## src/hdl/command_frame_receiver_crc8_defines.svh

```systemverilog
// Assertion macros for the command frame receiver.
`ifndef COMMAND_FRAME_RECEIVER_CRC8_DEFINES_SVH
`define COMMAND_FRAME_RECEIVER_CRC8_DEFINES_SVH

// Implication checked on every rising clock edge outside reset.
`define CFR_ASSERT_IMP(label, ante, cons) \
    label: assert property (@(posedge clk) disable iff (!rst_n) (ante) |-> (cons)) \
        else $error("assertion failed");

// Next-cycle implication checked outside reset.
`define CFR_ASSERT_NEXT(label, ante, cons) \
    label: assert property (@(posedge clk) disable iff (!rst_n) (ante) |=> (cons)) \
        else $error("assertion failed");

`endif

```

## src/hdl/cfr_pkg.sv

```systemverilog
// Package: item types, register indexes and helpers for the frame receiver.
`timescale 1ns / 1ps
package cfr_pkg;

    typedef struct packed {
        logic [7:0] rx_byte;
        logic       converter_on;
    } cfr_in_t;

    typedef struct packed {
        logic        frame_valid;
        logic        boot_request;
        logic [31:0] chosen_target;
        logic        apply_now;
    } cfr_out_t;

    localparam int unsigned CFG_IDX_W  = 3;
    localparam int unsigned CFG_DATA_W = 32;

    typedef enum logic [CFG_IDX_W-1:0] {
        REG_HEADER   = 3'd0,
        REG_TAIL     = 3'd1,
        REG_BOOT_CMD = 3'd2,
        REG_TGT_CMD  = 3'd3,
        REG_LOWER    = 3'd4,
        REG_UPPER    = 3'd5,
        REG_DEFAULT  = 3'd6
    } cfr_reg_idx_t;

    localparam logic [7:0] CRC_POLY = 8'h07;

    // One CRC-8 byte update, MSB first
    function automatic logic [7:0] crc8_update(input logic [7:0] crc, input logic [7:0] b);
        logic [7:0] c;
        c = crc ^ b;
        for (int i = 0; i < 8; i++)
        begin
            c = c[7] ? ((c << 1) ^ CRC_POLY) : (c << 1);
        end
        return c;
    endfunction

endpackage

```

## src/hdl/cfr_range_check.sv

```systemverilog
// Ordered IEEE single range check: lower < value < upper, NaN fails.
`timescale 1ns / 1ps
module cfr_range_check (
    input  logic [31:0] value,
    input  logic [31:0] lower,
    input  logic [31:0] upper,
    output logic        in_range
);
    function automatic logic is_nan(input logic [31:0] x);
        return (x[30:23] == 8'hFF) && (x[22:0] != 23'd0);
    endfunction

    function automatic logic [31:0] okey(input logic [31:0] x);
        return x[31] ? ~x : (x | 32'h8000_0000);
    endfunction

    function automatic logic f_less(input logic [31:0] a, input logic [31:0] b);
        return !is_nan(a) && !is_nan(b) && (((a | b) & 32'h7FFF_FFFF) != 32'd0)
               && (okey(a) < okey(b));
    endfunction

    assign in_range = f_less(lower, value) && f_less(value, upper);
endmodule

```

## src/hdl/command_frame_receiver_crc8.sv

```systemverilog
// Top level: fixed-length command frame receiver with CRC-8 check.
`timescale 1ns / 1ps
// Takes one received byte per item and groups them into 8-byte frames counted
// from reset, with no resync: header, command, four little-endian payload bytes
// forming an IEEE single, CRC-8 (poly 0x07, init 0) over bytes 1..5, tail.
// Items flow back to back unless the output stalls; only the last byte of a
// frame yields a result item, one register stage after acceptance. The result
// register is the only buffer, so input is taken when it is empty or being
// emptied. A valid target frame sets the stored target; chosen_target is the
// stored target if strictly between the bounds (float order, NaN fails), else
// default_target. Configuration must be written only when idle (not enforced).
module command_frame_receiver_crc8 #(
    parameter int unsigned FRAME_BYTES = 8
) (
    input  logic                           clk,
    input  logic                           rst_n,
    input  logic                           in_valid,
    output logic                           in_stall,
    input  cfr_pkg::cfr_in_t               in_data,
    output logic                           out_valid,
    input  logic                           out_stall,
    output cfr_pkg::cfr_out_t              out_data,
    input  logic                           cfg_we,
    input  logic [cfr_pkg::CFG_IDX_W-1:0]  cfg_index,
    input  logic [cfr_pkg::CFG_DATA_W-1:0] cfg_data
);
    import cfr_pkg::*;
    `include "command_frame_receiver_crc8_defines.svh"

    localparam int unsigned POS_W = $clog2(FRAME_BYTES);
    localparam logic [POS_W-1:0] POS_LAST = POS_W'(FRAME_BYTES - 1);
    localparam logic [POS_W-1:0] POS_CRC  = POS_W'(FRAME_BYTES - 2);

    // configuration registers
    logic [7:0]  header_reg, tail_reg, boot_cmd_reg, tgt_cmd_reg;
    logic [31:0] lower_reg, upper_reg, default_reg;

    always_ff @(posedge clk or negedge rst_n)
    begin
        if (!rst_n)
        begin
            header_reg <= '0; tail_reg <= '0; boot_cmd_reg <= '0; tgt_cmd_reg <= '0;
            lower_reg <= '0; upper_reg <= '0; default_reg <= '0;
        end
        else if (cfg_we)
        begin
            unique case (cfg_index)
                REG_HEADER:   header_reg   <= cfg_data[7:0];
                REG_TAIL:     tail_reg     <= cfg_data[7:0];
                REG_BOOT_CMD: boot_cmd_reg <= cfg_data[7:0];
                REG_TGT_CMD:  tgt_cmd_reg  <= cfg_data[7:0];
                REG_LOWER:    lower_reg    <= cfg_data;
                REG_UPPER:    upper_reg    <= cfg_data;
                REG_DEFAULT:  default_reg  <= cfg_data;
                default: ;
            endcase
        end
    end

    // frame state
    logic [POS_W-1:0] pos_reg, pos_next;
    logic             hdr_ok_reg, hdr_ok_next;
    logic [7:0]       cmd_reg, cmd_next;
    logic [31:0]      payload_reg, payload_next;
    logic [7:0]       crc_reg, crc_next;
    logic             crc_ok_reg, crc_ok_next;
    logic [31:0]      target_reg, target_next;
    logic             out_valid_reg, out_valid_next;
    cfr_out_t         out_reg, out_next;

    logic accept, last, valid_frame, in_range;

    assign in_stall = out_valid_reg && out_stall;
    assign accept   = in_valid && !in_stall;
    assign last     = (pos_reg == POS_LAST);
    assign valid_frame = hdr_ok_reg && crc_ok_reg && (in_data.rx_byte == tail_reg);

    cfr_range_check u_range (
        .value    (target_next),
        .lower    (lower_reg),
        .upper    (upper_reg),
        .in_range (in_range)
    );

    always_comb
    begin
        pos_next = pos_reg; hdr_ok_next = hdr_ok_reg; cmd_next = cmd_reg;
        payload_next = payload_reg; crc_next = crc_reg; crc_ok_next = crc_ok_reg;
        target_next = target_reg;
        out_valid_next = out_valid_reg && out_stall;
        out_next = out_reg;
        if (accept)
        begin
            pos_next = last ? '0 : pos_reg + 1'b1;
            if (pos_reg == '0)
            begin
                hdr_ok_next = (in_data.rx_byte == header_reg);
                crc_next    = '0;
            end
            else if (pos_reg == POS_CRC)
            begin
                crc_ok_next = (in_data.rx_byte == crc_reg);
            end
            else if (!last)
            begin
                if (pos_reg == POS_W'(1))
                    cmd_next = in_data.rx_byte;
                else
                    payload_next = {in_data.rx_byte, payload_reg[31:8]};
                crc_next = crc8_update(crc_reg, in_data.rx_byte);
            end
            else
            begin
                if (valid_frame && cmd_reg == tgt_cmd_reg)
                    target_next = payload_reg;
                out_valid_next         = 1'b1;
                out_next.frame_valid   = valid_frame;
                out_next.boot_request  = valid_frame && (cmd_reg == boot_cmd_reg);
                out_next.chosen_target = in_range ? target_next : default_reg;
                out_next.apply_now     = in_data.converter_on;
            end
        end
    end

    always_ff @(posedge clk or negedge rst_n)
    begin
        if (!rst_n)
        begin
            pos_reg <= '0; hdr_ok_reg <= 1'b0; cmd_reg <= '0; payload_reg <= '0;
            crc_reg <= '0; crc_ok_reg <= 1'b0; target_reg <= '0; out_valid_reg <= 1'b0;
        end
        else
        begin
            pos_reg <= pos_next; hdr_ok_reg <= hdr_ok_next; cmd_reg <= cmd_next;
            payload_reg <= payload_next; crc_reg <= crc_next; crc_ok_reg <= crc_ok_next;
            target_reg <= target_next; out_valid_reg <= out_valid_next;
        end
    end

    always_ff @(posedge clk)
    begin
        out_reg <= out_next;
    end

    assign out_valid = out_valid_reg;
    assign out_data  = out_reg;

    // a result appears only after the last byte of a frame
    `CFR_ASSERT_NEXT(a_res_after_last, accept && !last && !(out_valid_reg && out_stall), !out_valid_reg)
    // boot request only on a valid frame
    `CFR_ASSERT_IMP(a_boot_valid, out_valid_reg && out_reg.boot_request, out_reg.frame_valid)
    // a pending result is never overwritten while stalled
    `CFR_ASSERT_NEXT(a_hold, out_valid_reg && out_stall, out_valid_reg && $stable(out_reg))
endmodule
```

## config.mk

```make
export PLATFORM = sky130hd
export DESIGN_NAME = command_frame_receiver_crc8
export DESIGN_NICKNAME = d
export VERILOG_FILES = /design/src/hdl/cfr_pkg.sv /design/src/hdl/cfr_range_check.sv /design/src/hdl/command_frame_receiver_crc8.sv
export VERILOG_INCLUDE_DIRS = /design/src /design/src/hdl
export SDC_FILE = /design/constraint.sdc
export NUM_CORES = 1
export LEC_CHECK = 0
export ABC_AREA = 1
export BUFFER_PORTS_ARGS = -buffer_cell sky130_fd_sc_hd__buf_2
export CAP_MARGIN = 20
export CORE_MARGIN = 1
export CORE_UTILIZATION = 55
export CTS_BUF_LIST = sky130_fd_sc_hd__clkbuf_8 sky130_fd_sc_hd__clkbuf_16
export DETAILED_ROUTE_END_ITERATION = 12
export PLACE_DENSITY_LB_ADDON = 0.2
export SLEW_MARGIN = 25
export SYNTH_ARGS = -nofsm -noshare
export SYNTH_HDL_FRONTEND = slang
export SYNTH_SLANG_ARGS = --single-unit
```

## constraint.sdc

```tcl
create_clock -name clk -period 9.82 [get_ports clk]
set_input_delay 0 -clock clk [delete_from_list [all_inputs] [get_ports clk]]
set_output_delay 0 -clock clk [all_outputs]
set_load 0.02 [all_outputs]
```

==> results.ini <==
[logic_synthesis]
syn_nets=1689
synth_cells=1569
ys_warn_count=0
ys_seq_area_share_pct=47.5
synth_area_mm2=0.0135
avgSynthCellArea_um2=8.59
async_flop_share_pct=85.9
synth_cell_types=43
ys_ff_latch=249
synth_edf_count=35
synth_ff_type=dfrtp_1

[clock_network]
root_buffer=clkbuf_16
post-cts-setup-buffer-count=0
clockBufferDepth=3
htree_num_levels=1
clock_sinks=249
clk_pin_slew_worst_paths_ps=60
cts_tree=yes
numCtsBuffers=27
clk_latency_ps=550
ctsResizeCount=0
holdBufCountCts=45

[worst_hold_path]
worst_hold_path_type=input pin to async pin

[critical_path]
crit_type=register to register
cp-endpoint=out_data[24]
reg2regPathDepth=26
crit_fanout=52
critPathRequiredTime_ps=10110
crit_start=pos_reg[1]
timing.rr.start=pos_reg[1]
crit_arrival_ps=6100
endpoint_kind=register
regToRegSetupSlack_ps=4010
reg2reg_to=out_data[24]
critPathLaunchType=register

[timing]
hold_viol_final=0
fmax_mhz=172
setup_ws_ps=4010
max_slew_margin_pct=44.9
worst_pin_slew_ps=818
rsz0062_at_grt=no
hold_ws_ps=48.4
setup_viol=0
fin_crit_ps=5810
fin_setup_tns_ps=0
timing.clock.skew_ps=16.0
slew_viol_final=0
finalCritPeriodShare_pct=59.2

[outcome]
outcome=completed

[global_route]
grt_pass1_wl_mm=55.7
gr-total-overflow=0
track_usage_pct=29.0
grt_max_degree=83
grt_pass1_vias=10300
antenna_found_initial=1

[floorplan]
start_util_pct=56.7
die-area_mm2=0.0251
dieHeight_um=159
num_rows=56
coreArea_mm2=0.0238
num_io_pins=86
die_x_um=159

[job]
cap_viol_max_count=0

[placement]
dpl_cell_area_mm2=0.0141
dp.cells=1916
io_buffer_count=85
place.gp.congestion=0.926
detailedPlace.worstSlack_ps=4140
hpwl_mm=24.3

[power_and_ir_drop]
power_density_mw_per_mm2=267
irDropWorstVdd_mv=0.141
p_leak_nw=7.70

[layout]
final_nets=1791
stdcell_count=2011
largest_reg_flops=35
drive_gt1_share_pct=11.2
finish.instance_area_mm2=0.0155
final_common_cell=nand2_1
area_growth_pct=14.9
diodes=0
final_cell_mix=nand2_1 (425), dfrtp_1 (214), o21ai_0 (187)
fillers=2025

[route]
first_pass_iters=5
drc_errors=0
drtIter0Drc=779
wire_per_inst_um=17.4
wirelength_mm=34.9
viasPerCell=5.44
ant_nets=0
vias=10900

[logic make-up after synthesis]
group | after synthesis | share of synthesized area (%)
flops | 249 | 47.5
xor+xnor | 129 | 8.38
fa+ha+maj | 71 | 6.59
buf+inv | 232 | 7.00
compound gates | 278 | 10.9
simple gates | 610 | 19.6
[worst min path at each step]
stage          start              end  slack (ps)  cells after the start
3_3_place_gp   rst_n       crc_reg[4]         -10                      1
2_1_floorplan  rst_n  boot_cmd_reg[0]        -300                      0
4_1_cts        rst_n       crc_reg[5]          40                      3
3_5_place_dp   rst_n       crc_reg[4]         -10                      1
5_1_grt        rst_n       crc_reg[5]          80                      3
6_report       rst_n       crc_reg[5]          50                      3
[synth_stat cells (2+ instances only)]
library cell	n	area (um2)
nand2_2	6	37.5
clkbuf_1	40	150
buf_1	6	22.5
nand2_1	429	1610
buf_2	10	50.1
nor2_2	2	12.5
dfrtp_1	214	5360
nor2_8	2	40.0
ha_1	71	888
inv_1	154	578
inv_2	13	48.8
o21ai_0	187	936
a31oi_1	3	18.8
or2_2	13	81.3
a211oi_1	6	45.0
nor4_1	17	106
o31ai_1	3	22.5
edfxtp_1	35	1050
a21oi_1	30	150
o21ai_2	6	52.6
o21a_1	4	30.0
nand3_2	3	30.0
buf_6	7	78.8
nand2_4	2	22.5
buf_4	2	15.0
nand3_1	18	90.1
o21ai_1	34	170
xnor2_1	57	499
xor2_1	72	631
nand4_1	53	332
nor2_1	58	218
[cell type report]
class                           count  area [um2]  share of cell area [%]
Tap cell                          319         399                    2.58
Clock inverter                     21         225                    1.45
Multi-Input combinational cell   1088        6160                    39.8
Inverter                          167         627                    4.05
Sequential cell                   249        6410                    41.4
Timing Repair Buffer              138         970                    6.26
Clock buffer                       29         703                    4.54
[worst max-delay path, cell delays in order (launching register included)]
cell and delay [ps]:
dfrtp_1 430, inv_1 120, ha_1 160, inv_1 40, nor2_1 170, inv_1 90, nand4_1 90, buf_4 360
inv_2 280, buf_4 400, or2_2 350, o21ai_1 190, xor2_1 250, inv_1 70, ha_1 290, nand3_1 70
nand2_1 60, nand2_1 50, o2111ai_1 110, a21oi_1 150, o21ai_0 110, nor4_1 300, nand2_2 140, nor2_8 420
nand3_4 470, nand2_1 210, nand2_1 70
[metrics by stage]
step | util [%] | power (mW)
after global routing | 65.2 | 4.43
after global placement | 59.2 | 2.99
after detailed placement | 59.3 | 3.04
after floorplan | - | 2.66
final | 65.2 | 4.13
after CTS | 65.1 | 4.13
[per-layer routing]
metal	global-route usage (%)	vias to the layer above	routed length [um]
li1	-	5309	-
met1	44.4	5230	16400
met2	43.6	354	15300
met3	3.97	49	2530
met4	6.64	0	628
met5	0	-	0
[report_power, final]
group / leakage (nW) / switching (mW) / internal (mW)
registers: 3.01 / 0.195 / 1.32
clock network: 0.481 / 0.421 / 0.644
logic: 4.21 / 0.961 / 0.595
total: 7.70 / 1.58 / 2.55
(Power assumes the default switching activity.)
